===== src/design/urb_pkg.sv =====
// urb_pkg: shared types and constants for the uart ring buffer core
// depends on nothing; imported by the top level, urb_ctrl and urb_dp
`default_nettype none

package urb_pkg;

	localparam int URB_RX_DEPTH = 128;
	localparam int URB_TX_DEPTH = 128;

	localparam int URB_IN_DATA_W  = 16;
	localparam int URB_IN_USER_W  = 3;
	localparam int URB_OUT_DATA_W = 40;
	localparam int URB_RX_LEVEL_W = 7;
	localparam int URB_TX_LEVEL_W = 8;

	typedef enum logic [1:0] {
		KIND_RX_BYTE  = 2'd0,
		KIND_TX_EMPTY = 2'd1,
		KIND_READ     = 2'd2,
		KIND_WRITE    = 2'd3
	} kind_t;

	typedef enum logic [1:0] {
		ST_OK       = 2'd0,
		ST_RX_EMPTY = 2'd1,
		ST_TX_FULL  = 2'd2,
		ST_DROPPED  = 2'd3
	} status_t;

	typedef enum logic {
		S_IDLE = 1'b0,
		S_EXEC = 1'b1
	} state_t;

	typedef struct packed {
		logic load;
		logic exec;
	} urb_cmd_t;

	typedef struct packed {
		logic out_busy;
	} urb_stat_t;

endpackage

`default_nettype wire


===== src/design/uart_rx_tx_ring_buffers_core.sv =====
// uart_rx_tx_ring_buffers_core: top level of the uart receive/transmit ring buffer block
// depends on urb_pkg, urb_ctrl, urb_dp (which holds two urb_ram)
//
// channel  dir  bits            contents (lowest bit first)
// s_*      in   tdata[15:0]     data[7:0], transmitter_idle[8], zero pad
//                tuser[2:0]      kind[1:0], line_error[2]
// m_*      out  tdata[39:0]     status, send_valid, send_byte, read_valid, read_byte,
//                                overflow_flag, tx_irq_enabled, rx_level, tx_level, pad
//
// a transaction has an accept step to latch it and read both rings, then an update step
// to update and register the result; set by the registered read port of the ring rams
// a result waiting in the output register does not block the next accept; the
// update cycle stalls only while that register is still full
// arst_n clears pointers, counts and overflow; transmit irq enable resets to one
`default_nettype none

module uart_rx_tx_ring_buffers_core
	import urb_pkg::*;
#(
	parameter int RX_DEPTH = URB_RX_DEPTH,
	parameter int TX_DEPTH = URB_TX_DEPTH
) (
	input  wire logic                      clk,
	input  wire logic                      arst_n,
	input  wire logic                      s_tvalid,
	output logic                           s_tready,
	input  wire logic [URB_IN_DATA_W-1:0]  s_tdata,   // data, transmitter_idle
	input  wire logic [URB_IN_USER_W-1:0]  s_tuser,   // kind, line_error
	output logic                           m_tvalid,
	input  wire logic                      m_tready,
	output logic      [URB_OUT_DATA_W-1:0] m_tdata    // status .. tx_level
);

	urb_cmd_t  cmd;
	urb_stat_t stat;

	urb_ctrl u_ctrl (
		.clk      (clk),
		.arst_n   (arst_n),
		.s_tvalid (s_tvalid),
		.s_tready (s_tready),
		.stat     (stat),
		.cmd      (cmd)
	);

	urb_dp #(
		.RX_DEPTH (RX_DEPTH),
		.TX_DEPTH (TX_DEPTH)
	) u_dp (
		.clk      (clk),
		.arst_n   (arst_n),
		.cmd      (cmd),
		.stat     (stat),
		.s_tdata  (s_tdata),
		.s_tuser  (s_tuser),
		.m_tvalid (m_tvalid),
		.m_tready (m_tready),
		.m_tdata  (m_tdata)
	);

endmodule

`default_nettype wire


===== src/design/urb_ram.sv =====
// urb_ram: generic single-write, single-read ram with registered read data
// depends on nothing
`default_nettype none

module urb_ram #(
	parameter int WIDTH = 8,
	parameter int DEPTH = 128
) (
	input  wire logic                     clk,
	input  wire logic                     we,
	input  wire logic [$clog2(DEPTH)-1:0] waddr,
	input  wire logic [WIDTH-1:0]         wdata,
	input  wire logic                     re,
	input  wire logic [$clog2(DEPTH)-1:0] raddr,
	output logic      [WIDTH-1:0]         rdata
);

	logic [WIDTH-1:0] mem [DEPTH];

	always_ff @(posedge clk) begin
		if (we) begin
			mem[waddr] <= wdata;
		end
		if (re) begin
			rdata <= mem[raddr];
		end
	end

endmodule

`default_nettype wire


===== src/design/urb_ctrl.sv =====
// urb_ctrl: two-state sequencer, takes one transaction and runs it
// depends on urb_pkg
`default_nettype none

module urb_ctrl
	import urb_pkg::*;
(
	input  wire logic      clk,
	input  wire logic      arst_n,
	input  wire logic      s_tvalid,
	output logic           s_tready,
	input  wire urb_stat_t stat,
	output urb_cmd_t       cmd
);

	state_t state_q;
	state_t state_nxt;

	always_ff @(posedge clk or negedge arst_n) begin
		if (!arst_n) begin
			state_q <= S_IDLE;
		end else begin
			state_q <= state_nxt;
		end
	end

	always_comb begin
		state_nxt = state_q;
		s_tready  = 1'b0;
		cmd       = '0;
		unique case (state_q)
			S_IDLE: begin
				s_tready = 1'b1;
				if (s_tvalid) begin
					cmd.load  = 1'b1;
					state_nxt = S_EXEC;
				end
			end
			S_EXEC: begin
				if (!stat.out_busy) begin
					cmd.exec  = 1'b1;
					state_nxt = S_IDLE;
				end
			end
			default: state_nxt = S_IDLE;
		endcase
	end

endmodule

`default_nettype wire


===== src/design/urb_dp.sv =====
// urb_dp: ring pointers, counts, flags, both ring rams and the result register
// depends on urb_pkg and urb_ram
`default_nettype none

module urb_dp
	import urb_pkg::*;
#(
	parameter int RX_DEPTH = URB_RX_DEPTH,
	parameter int TX_DEPTH = URB_TX_DEPTH
) (
	input  wire logic                      clk,
	input  wire logic                      arst_n,
	input  wire urb_cmd_t                  cmd,
	output urb_stat_t                      stat,
	input  wire logic [URB_IN_DATA_W-1:0]  s_tdata,
	input  wire logic [URB_IN_USER_W-1:0]  s_tuser,
	output logic                           m_tvalid,
	input  wire logic                      m_tready,
	output logic      [URB_OUT_DATA_W-1:0] m_tdata
);

	localparam int RX_AW = $clog2(RX_DEPTH);
	localparam int TX_AW = $clog2(TX_DEPTH);
	localparam int RX_CW = $clog2(RX_DEPTH);
	localparam int TX_CW = $clog2(TX_DEPTH + 1);

	localparam logic [RX_AW-1:0] RX_LAST = RX_AW'(RX_DEPTH - 1);
	localparam logic [TX_AW-1:0] TX_LAST = TX_AW'(TX_DEPTH - 1);
	localparam logic [RX_CW:0]   RX_WRAP = (RX_CW + 1)'(RX_DEPTH);
	localparam logic [TX_CW-1:0] TX_FULL = TX_CW'(TX_DEPTH);

	// latched item
	kind_t      kind_q;
	logic [7:0] data_q;
	logic       lerr_q;
	logic       tidle_q;

	// ring state
	logic [RX_AW-1:0] rx_wr_q, rx_rd_q;
	logic [RX_CW-1:0] rx_cnt_q;
	logic             rx_ovf_q;
	logic [TX_AW-1:0] tx_wr_q, tx_rd_q;
	logic [TX_CW-1:0] tx_cnt_q;
	logic             tx_irq_q;

	logic [RX_AW-1:0] rx_wr_nxt, rx_rd_nxt;
	logic [RX_CW-1:0] rx_cnt_nxt;
	logic             rx_ovf_nxt;
	logic [TX_AW-1:0] tx_wr_nxt, tx_rd_nxt;
	logic [TX_CW-1:0] tx_cnt_nxt;
	logic             tx_irq_nxt;
	logic [RX_CW:0]   rx_cnt_inc;

	logic       rx_we, tx_we;
	logic [7:0] rx_rdata, tx_rdata;

	status_t    status_nxt;
	logic       send_v_nxt, read_v_nxt;
	logic [7:0] send_b_nxt, read_b_nxt;

	// result register
	logic       out_v_q;
	status_t    status_q;
	logic       send_v_q, read_v_q;
	logic [7:0] send_b_q, read_b_q;
	logic       ovf_o_q, irq_o_q;
	logic [URB_RX_LEVEL_W-1:0] rx_lvl_q;
	logic [URB_TX_LEVEL_W-1:0] tx_lvl_q;

	urb_ram #(.WIDTH(8), .DEPTH(RX_DEPTH)) u_rx_ram (
		.clk   (clk),
		.we    (rx_we),
		.waddr (rx_wr_q),
		.wdata (data_q),
		.re    (cmd.load),
		.raddr (rx_rd_q),
		.rdata (rx_rdata)
	);

	urb_ram #(.WIDTH(8), .DEPTH(TX_DEPTH)) u_tx_ram (
		.clk   (clk),
		.we    (tx_we),
		.waddr (tx_wr_q),
		.wdata (data_q),
		.re    (cmd.load),
		.raddr (tx_rd_q),
		.rdata (tx_rdata)
	);

	always_ff @(posedge clk) begin
		if (cmd.load) begin
			kind_q  <= kind_t'(s_tuser[1:0]);
			lerr_q  <= s_tuser[2];
			data_q  <= s_tdata[7:0];
			tidle_q <= s_tdata[8];
		end
	end

	always_comb begin
		rx_wr_nxt  = rx_wr_q;
		rx_rd_nxt  = rx_rd_q;
		rx_cnt_nxt = rx_cnt_q;
		rx_ovf_nxt = rx_ovf_q;
		tx_wr_nxt  = tx_wr_q;
		tx_rd_nxt  = tx_rd_q;
		tx_cnt_nxt = tx_cnt_q;
		tx_irq_nxt = tx_irq_q;
		rx_we      = 1'b0;
		tx_we      = 1'b0;
		status_nxt = ST_OK;
		send_v_nxt = 1'b0;
		send_b_nxt = 8'd0;
		read_v_nxt = 1'b0;
		read_b_nxt = 8'd0;
		rx_cnt_inc = {1'b0, rx_cnt_q} + 1'b1;
		case (kind_q)
			KIND_RX_BYTE: begin
				if (lerr_q) begin
					status_nxt = ST_DROPPED;
				end else begin
					rx_we     = cmd.exec;
					rx_wr_nxt = (rx_wr_q == RX_LAST) ? '0 : rx_wr_q + 1'b1;
					if (rx_cnt_inc >= RX_WRAP) begin
						rx_cnt_nxt = '0;
						rx_ovf_nxt = 1'b1;
					end else begin
						rx_cnt_nxt = rx_cnt_inc[RX_CW-1:0];
					end
				end
			end
			KIND_TX_EMPTY: begin
				if (tx_cnt_q != '0) begin
					tx_cnt_nxt = tx_cnt_q - 1'b1;
					send_v_nxt = 1'b1;
					send_b_nxt = tx_rdata;
					tx_rd_nxt  = (tx_rd_q == TX_LAST) ? '0 : tx_rd_q + 1'b1;
				end else begin
					tx_irq_nxt = 1'b0;
				end
			end
			KIND_READ: begin
				if (rx_cnt_q == '0) begin
					status_nxt = ST_RX_EMPTY;
				end else begin
					read_v_nxt = 1'b1;
					read_b_nxt = rx_rdata;
					rx_rd_nxt  = (rx_rd_q == RX_LAST) ? '0 : rx_rd_q + 1'b1;
					rx_cnt_nxt = rx_cnt_q - 1'b1;
				end
			end
			default: begin
				if (tx_cnt_q >= TX_FULL) begin
					status_nxt = ST_TX_FULL;
				end else if (tx_cnt_q != '0 || !tidle_q) begin
					tx_we      = cmd.exec;
					tx_wr_nxt  = (tx_wr_q == TX_LAST) ? '0 : tx_wr_q + 1'b1;
					tx_cnt_nxt = tx_cnt_q + 1'b1;
					tx_irq_nxt = 1'b1;
				end else begin
					tx_irq_nxt = 1'b0;
					send_v_nxt = 1'b1;
					send_b_nxt = data_q;
				end
			end
		endcase
	end

	always_ff @(posedge clk or negedge arst_n) begin
		if (!arst_n) begin
			rx_wr_q  <= '0;
			rx_rd_q  <= '0;
			rx_cnt_q <= '0;
			rx_ovf_q <= 1'b0;
			tx_wr_q  <= '0;
			tx_rd_q  <= '0;
			tx_cnt_q <= '0;
			tx_irq_q <= 1'b1;
			out_v_q  <= 1'b0;
		end else begin
			if (cmd.exec) begin
				rx_wr_q  <= rx_wr_nxt;
				rx_rd_q  <= rx_rd_nxt;
				rx_cnt_q <= rx_cnt_nxt;
				rx_ovf_q <= rx_ovf_nxt;
				tx_wr_q  <= tx_wr_nxt;
				tx_rd_q  <= tx_rd_nxt;
				tx_cnt_q <= tx_cnt_nxt;
				tx_irq_q <= tx_irq_nxt;
				out_v_q  <= 1'b1;
			end else if (m_tready) begin
				out_v_q  <= 1'b0;
			end
		end
	end

	always_ff @(posedge clk) begin
		if (cmd.exec) begin
			status_q <= status_nxt;
			send_v_q <= send_v_nxt;
			send_b_q <= send_b_nxt;
			read_v_q <= read_v_nxt;
			read_b_q <= read_b_nxt;
			ovf_o_q  <= rx_ovf_nxt;
			irq_o_q  <= tx_irq_nxt;
			rx_lvl_q <= URB_RX_LEVEL_W'(rx_cnt_nxt);
			tx_lvl_q <= URB_TX_LEVEL_W'(tx_cnt_nxt);
		end
	end

	assign stat.out_busy = out_v_q && !m_tready;
	assign m_tvalid      = out_v_q;
	assign m_tdata       = {3'd0, tx_lvl_q, rx_lvl_q, irq_o_q, ovf_o_q,
		read_b_q, read_v_q, send_b_q, send_v_q, status_q};

	a_rx_cnt_range: assert property (@(posedge clk) disable iff (!arst_n)
		{1'b0, rx_cnt_q} < RX_WRAP)
		else $error("receive count reached ring depth");

	a_tx_cnt_range: assert property (@(posedge clk) disable iff (!arst_n)
		tx_cnt_q <= TX_FULL)
		else $error("transmit count above ring depth");

	a_no_overwrite: assert property (@(posedge clk) disable iff (!arst_n)
		cmd.exec |-> !(out_v_q && !m_tready))
		else $error("result register overwritten before taken");

	a_one_byte_out: assert property (@(posedge clk) disable iff (!arst_n)
		m_tvalid |-> !(send_v_q && read_v_q))
		else $error("send and read both flagged in one result");

	a_ovf_sticky: assert property (@(posedge clk) disable iff (!arst_n)
		$past(rx_ovf_q) |-> rx_ovf_q)
		else $error("overflow flag dropped");

endmodule

`default_nettype wire

===== config.mk =====
export PLATFORM = sky130hd
export DESIGN_NAME = uart_rx_tx_ring_buffers_core
export DESIGN_NICKNAME = d
export VERILOG_FILES = /design/src/design/urb_pkg.sv /design/src/design/uart_rx_tx_ring_buffers_core.sv /design/src/design/urb_ram.sv /design/src/design/urb_ctrl.sv /design/src/design/urb_dp.sv
export SDC_FILE = /design/constraint.sdc
export NUM_CORES = 2
export LEC_CHECK = 0
export BUFFER_PORTS_ARGS = -buffer_cell sky130_fd_sc_hd__clkbuf_2
export CAP_MARGIN = 20
export CORE_MARGIN = 2
export CORE_UTILIZATION = 40
export DETAILED_ROUTE_END_ITERATION = 7
export MAX_ROUTING_LAYER = met4
export PLACE_DENSITY_LB_ADDON = 0.12
export SLEW_MARGIN = 20
export SYNTH_ARGS = -nofsm -noshare
export SYNTH_HDL_FRONTEND = slang
export SYNTH_SLANG_ARGS = --single-unit

===== constraint.sdc =====
create_clock -name clk -period 9.94 [get_ports clk]
set_clock_uncertainty 0.2 [all_clocks]
set_input_delay 0.497 -clock clk [delete_from_list [all_inputs] [get_ports clk]]
set_output_delay 0.497 -clock clk [all_outputs]
set_load 0.01 [all_outputs]

== Yosys cells after proc, flatten, opt, wreduce, memory -nomap -nowiden ==
Memory sizes are Yosys's and may differ from the RTL's. A register that Yosys moved wholly into a read port is not among the register bits.
Index checks and enable logic that the tools add are counted.

* Add/sub/neg operators: 8
* $lt $le $gt $ge: 2
* Eq/ne operators: 6
* Multiplexer cells: 50
* Bitwise gates (word level): 6
* Reduce and logical (&&, ||, !) cells: 15

{| class="wikitable"
|+ Operators with widths
! cell !! count
|-
| two-way mux 7 bit || 7
|-
| two-way mux 8 bit || 6
|-
| case mux 8 bit (2 select lines) || 2
|-
| adder 7 x 1 -> 7 bit, second input constant || 4
|-
| equality test 7 bit, second input constant || 4
|-
| two-way mux 1 bit || 28
|-
| greater-or-equal comparator 8 bit, second input constant || 2
|-
| case mux 7 bit (2 select lines) || 1
|-
| AND reduction 3 bit || 3
|-
| adder 7 x 1 -> 8 bit, second input constant || 1
|-
| adder 8 x 1 -> 8 bit, second input constant || 1
|-
| nonzero test 8 bit || 1
|-
| subtractor 8 x 1 -> 8 bit, second input constant || 1
|-
| zero test 7 bit || 1
|-
| subtractor 7 x 1 -> 7 bit, second input constant || 1
|-
| inverter 1 bit || 6
|-
| case mux 1 bit (2 select lines) || 3
|-
| case mux 2 bit (3 select lines) || 1
|-
| two-way mux 2 bit || 2
|-
| AND reduction 4 bit || 1
|-
| OR reduction 2 bit || 2
|-
| OR reduction 3 bit || 1
|-
| equality test 2 x 1 -> 1 bit, second input constant || 1
|-
| equality test 2 bit, second input constant || 1
|-
| 5 further kinds || 6
|}

* Flip-flop bits (word level): 96
* Bits in writable memories: 2048
* Input port bits: 23
* Word-level logic and storage cells: 112
* Memories kept: 2

{| class="wikitable"
|+ Memory list
! memory !! words !! bits a word !! read ports !! clocked after memory_dff !! wr ports !! RTL line !! text
|-
| u_dp.u_rx_ram.mem || 128 || 8 || 1 || 1 || 1 || urb_ram.sv:18 || <nowiki>logic [WIDTH-1:0] mem [DEPTH];</nowiki>
|-
| u_dp.u_tx_ram.mem || 128 || 8 || 1 || 1 || 1 || urb_ram.sv:18 ||
|}

== Logic depth before layout (Yosys ltp) ==
* Word-level depth: 9
* Mapped depth: 10
* Depth with buffers taken out: 7

== Modules after synthesis ==
Synthesis repeated with hierarchy kept, for this count alone.

* Cells, all modules: 3753
* Area total of the unflattened synthesis: 84591.1 um^2

{| class="wikitable"
|+ By module, submodules not included
! module !! instances !! cells an instance !! area each (um^2) !! seq. area each (um^2)
|-
| urb_ram || 2 || 1635 || 39745.6 || 30989.7
|-
| urb_dp || 1 || 478 || 5042.3 || 2623.8
|-
| urb_ctrl || 1 || 5 || 57.6 || 25.0
|}

== Worst setup path after synthesis ==
Ideal clock, no wire load.

* Kind: reg-to-reg
* Start point: reg u_dp.data_q[0]
* End point: mem u_dp.u_rx_ram.mem[0][0], data pin
* Library setup time: 0.821 ns
* Arrival: 3.243 ns
* Required time: 8.919 ns
* Slack: 5.676 ns
* Stages on the path, launching flop included: 1
* Buffers on the path: 0
* Period minus slack after synthesis: 4.264 ns
* Cell sequence: edfxtp_1

{| class="wikitable"
|+ RTL lines
! item !! RTL line !! text
|-
| start: declaration || urb_dp.sv:34 || <nowiki>logic [7:0] data_q;</nowiki>
|-
| start signal: assignment || urb_dp.sv:94 || <nowiki>data_q <= s_tdata[7:0];</nowiki>
|-
| end: declaration || urb_ram.sv:18 ||
|}

No word-level cell before the write port.

==> results.json <==
{
  "synth_edf_count": 2113,
  "drv_cap": 0,
  "clock_path_buffers": 3,
  "wl_per_cell_um": 29.0,
  "clk_pin_slew_ns": 0.06,
  "pin_count": 65,
  "clk_latency_ns": 0.85,
  "overflow": 0,
  "synth_area_leaders": "edfxtp_1 75%, mux4_2 11%, mux2i_1 3.2%, dfrtp_1 1.4%, nor2_1 1.3%",
  "rsz0062_at_grt": "false",
  "synth.yosys.warnings": 0,
  "nFillCells": 18200,
  "finalWeightedCongestion": 0.831,
  "dp_hpwl_mm": 129,
  "synth_top_cell_by_area": "edfxtp_1",
  "cp_slowest_stage_delay_ns": 0.94,
  "cts_tree": "done",
  "crit_fanout": 45,
  "end_kind": "flip-flop",
  "min_path_type": "in2async",
  "total_leakage_power_nw": 29.6,
  "root_buffer": "clkbuf_16",
  "r2r_start": "u_dp.rx_rd_q[2]$_DFFE_PN0P_",
  "synthFlopType": "edfxtp_1",
  "grt_pass1_vias": 42000,
  "required_ns": 10.29,
  "portBuffers": 54,
  "chipWidth_um": 465,
  "drcViolationCount": 0,
  "power.density_mw_per_mm2": 261,
  "r2r_slack_ns": 4.81,
  "grt_usage_pct": 20.5,
  "critPathMostFrequentCell": "buf_4",
  "core_mm2": 0.211,
  "placed_cells": 7029,
  "max-vdd-ir-drop_mv": 0.267,
  "critPathArrivalTime_ns": 5.48,
  "fp.dieH_um": 465,
  "path_cells": "buf_4 > clkinv_2 > buf_4 > mux2i_1 > o22ai_1 > nor4_1 > a22oi_1",
  "ys_seq_area_share_pct": 76.1,
  "dr.pass1.iters": 5,
  "finalNonFillerCells": 7461,
  "start_util_pct": 40.2,
  "worstSetupStartpointType": "flip-flop",
  "grt_pass1_wl_mm": 311,
  "cp_slowest_cell": "dfrtp_4",
  "netlist.area_leader.share_pct": 74.7,
  "maxSlewViolCount": 0,
  "viasPerCell": 5.61,
  "syn_area_mm2": 0.0849,
  "dpl_cell_area_mm2": 0.0882,
  "synthCells": 4318,
  "syn_to_final_growth_pct": 12.5,
  "rr_worst_depth": 7,
  "fin_crit_sh_pct": 51.6,
  "async_flop_share_pct": 2.18,
  "fin_crit_ns": 5.13,
  "rows": 169,
  "drt_iter0_markers": 4143,
  "status": "complete, no violations",
  "grt_max_degree": 194,
  "antenna_found_initial": 5,
  "finalSetupViolations": 0,
  "cts_buffers": 221,
  "slew_headroom_pct": 27.7,
  "layout-drive-gt1-share_pct": 19.7,
  "fmaxAchievable_mhz": 195,
  "htreeDepth": 4,
  "finalWirelength_mm": 217,
  "r2r_end": "u_dp.u_rx_ram.rdata[1]$_DFFE_PP_",
  "synth.avg_cell_area_um2": 19.7,
  "timing.setup.tns_ns": 0,
  "final_design_area_no_fill_mm2": 0.0956,
  "ys_ff_latch": 2160,
  "tightest_slew_ns": 1.08,
  "fin_nets": 4480,
  "cts_resized": 0,
  "final-hold-violation-count": 0,
  "ant_nets": 0,
  "dieArea_mm2": 0.216,
  "critPathKind": "reg2reg",
  "vias": 41900,
  "synth.distinct_cells": 79,
  "clkSinkCount": 2160
}
layer usage:
| metal | track usage [%] | vias up | routed length (µm) |
|---|---|---|---|
| li1 | - | 18000 | - |
| met1 | 30.1 | 22400 | 101000 |
| met2 | 30.5 | 1167 | 100000 |
| met3 | 2.92 | 315 | 11400 |
| met4 | 4.44 | 0 | 3970 |
| met5 | - | - | 0 |
registers in the layout, summed over array words and instances (netlist names), 8 cells and up:
register             cells
u_dp.u_rx_ram.mem     1024
u_dp.u_tx_ram.mem     1024
u_dp.data_q              8
u_dp.read_b_q            8
u_dp.send_b_q            8
u_dp.tx_cnt_q            8
u_dp.tx_lvl_q            8
u_dp.u_rx_ram.rdata      8
u_dp.u_tx_ram.rdata      8
worst max path at each step:
| stage | start | end | cells after the start |
|---|---|---|---|
| floorplan | u_dp.data_q[0]$_DFFE_PP_ | u_dp.u_rx_ram.mem[0][0]$_DFFE_PP_ | 0 |
| global placement | u_dp.rx_rd_q[2]$_DFFE_PN0P_ | u_dp.u_rx_ram.rdata[7]$_DFFE_PP_ | 6 |
| detailed placement | u_dp.rx_rd_q[2]$_DFFE_PN0P_ | u_dp.u_rx_ram.rdata[1]$_DFFE_PP_ | 7 |
| CTS | u_dp.rx_rd_q[2]$_DFFE_PN0P_ | u_dp.u_rx_ram.rdata[1]$_DFFE_PP_ | 7 |
| global route | u_dp.rx_rd_q[2]$_DFFE_PN0P_ | u_dp.u_rx_ram.rdata[1]$_DFFE_PP_ | 7 |
| finish | u_dp.rx_rd_q[2]$_DFFE_PN0P_ | u_dp.u_rx_ram.rdata[1]$_DFFE_PP_ | 7 |
power by group:
group	switching [mW]	internal, mW
Clock	3.48	4.75
Sequential	0.321	10.5
Combinational	3.58	2.29
Total	7.38	17.6
placed cells by master, fill, tap and decap left out, types with 27 or more instances in the layout:
cell type	n
edfxtp_1	2113
mux4_2	401
nor2_1	289
mux2i_1	274
clkbuf_16	225
nand2_1	162
a22oi_1	82
buf_4	82
a21oi_1	76
clkbuf_2	53
clkbuf_1	51
clkinv_1	50
o22ai_1	47
nor2b_1	45
nand3_1	43
clkinv_2	41
dfrtp_1	39
a22o_1	38
a211oi_1	35
nor3_1	32
a31oi_1	27
logic make-up after synthesis:
family / count (synthesis) / synth area share (%)
xor gates and xnor gates: 20 / 0.206
and+or+nand+nor: 695 / 3.81
adders and majority gates: 9 / 0.133
AOI/OAI and AO/OA: 453 / 3.85
other: 1 / 0.00442
DFF: 2160 / 76.1
buffers and inverters: 278 / 1.66
muxes: 702 / 14.2
critical path, delay by kind of cell, from the launching register on:
| kind | cells | cell delay [ns] |
|---|---|---|
| AO/OA/AOI/OAI | 2 | 0.35 |
| flip-flops | 1 | 0.94 |
| AND/OR/NAND/NOR | 1 | 0.66 |
| multiplexers | 1 | 0.28 |
| buffers and inverters | 3 | 2.21 |
cell type report:
| cell class | count | area (µm²) | area share [%] |
|---|---|---|---|
| flip-flops and latches | 2160 | 64700 | 67.7 |
| multi-input cells | 1882 | 18900 | 19.8 |
| clock buffers | 276 | 5820 | 6.09 |
| well taps | 2821 | 3530 | 3.69 |
| clock inverters | 132 | 1270 | 1.33 |
| repair buffers | 162 | 1250 | 1.31 |
| inverters | 21 | 81.3 | 0.0851 |
| diodes | 7 | 17.5 | 0.0183 |
stage by stage:
stage	hold slack, ns	worst slack (ns)	utilization (%)	total power [mW]
floorplan	0.00141	5.68	-	15.0
CTS	0.0853	4.73	45.2	25.2
detailed placement	0.287	4.74	41.7	17.0
global route	0.128	4.63	45.2	25.9
global placement	0.278	4.83	41.7	17.0
finish	0.140	4.81	45.2	24.9
cells in the mapped netlist (46+ instances only):
library cell	instances
edfxtp_1	2113
mux4_2	401
nor2_1	292
mux2i_1	274
nand2_1	162
clkbuf_1	110
a22oi_1	82
a21oi_1	76
buf_2	65
buf_4	48
nor2b_1	48
o22ai_1	47
dfrtp_1	46
what timing repair did:
item | 4_1_cts | 5_1_grt
buffers inserted | 0 | 0
endpoints found under the hold margin | 68 | 0
hold buffers | 15 | 0
No activity file was read; power rests on OpenSTA's default activity.
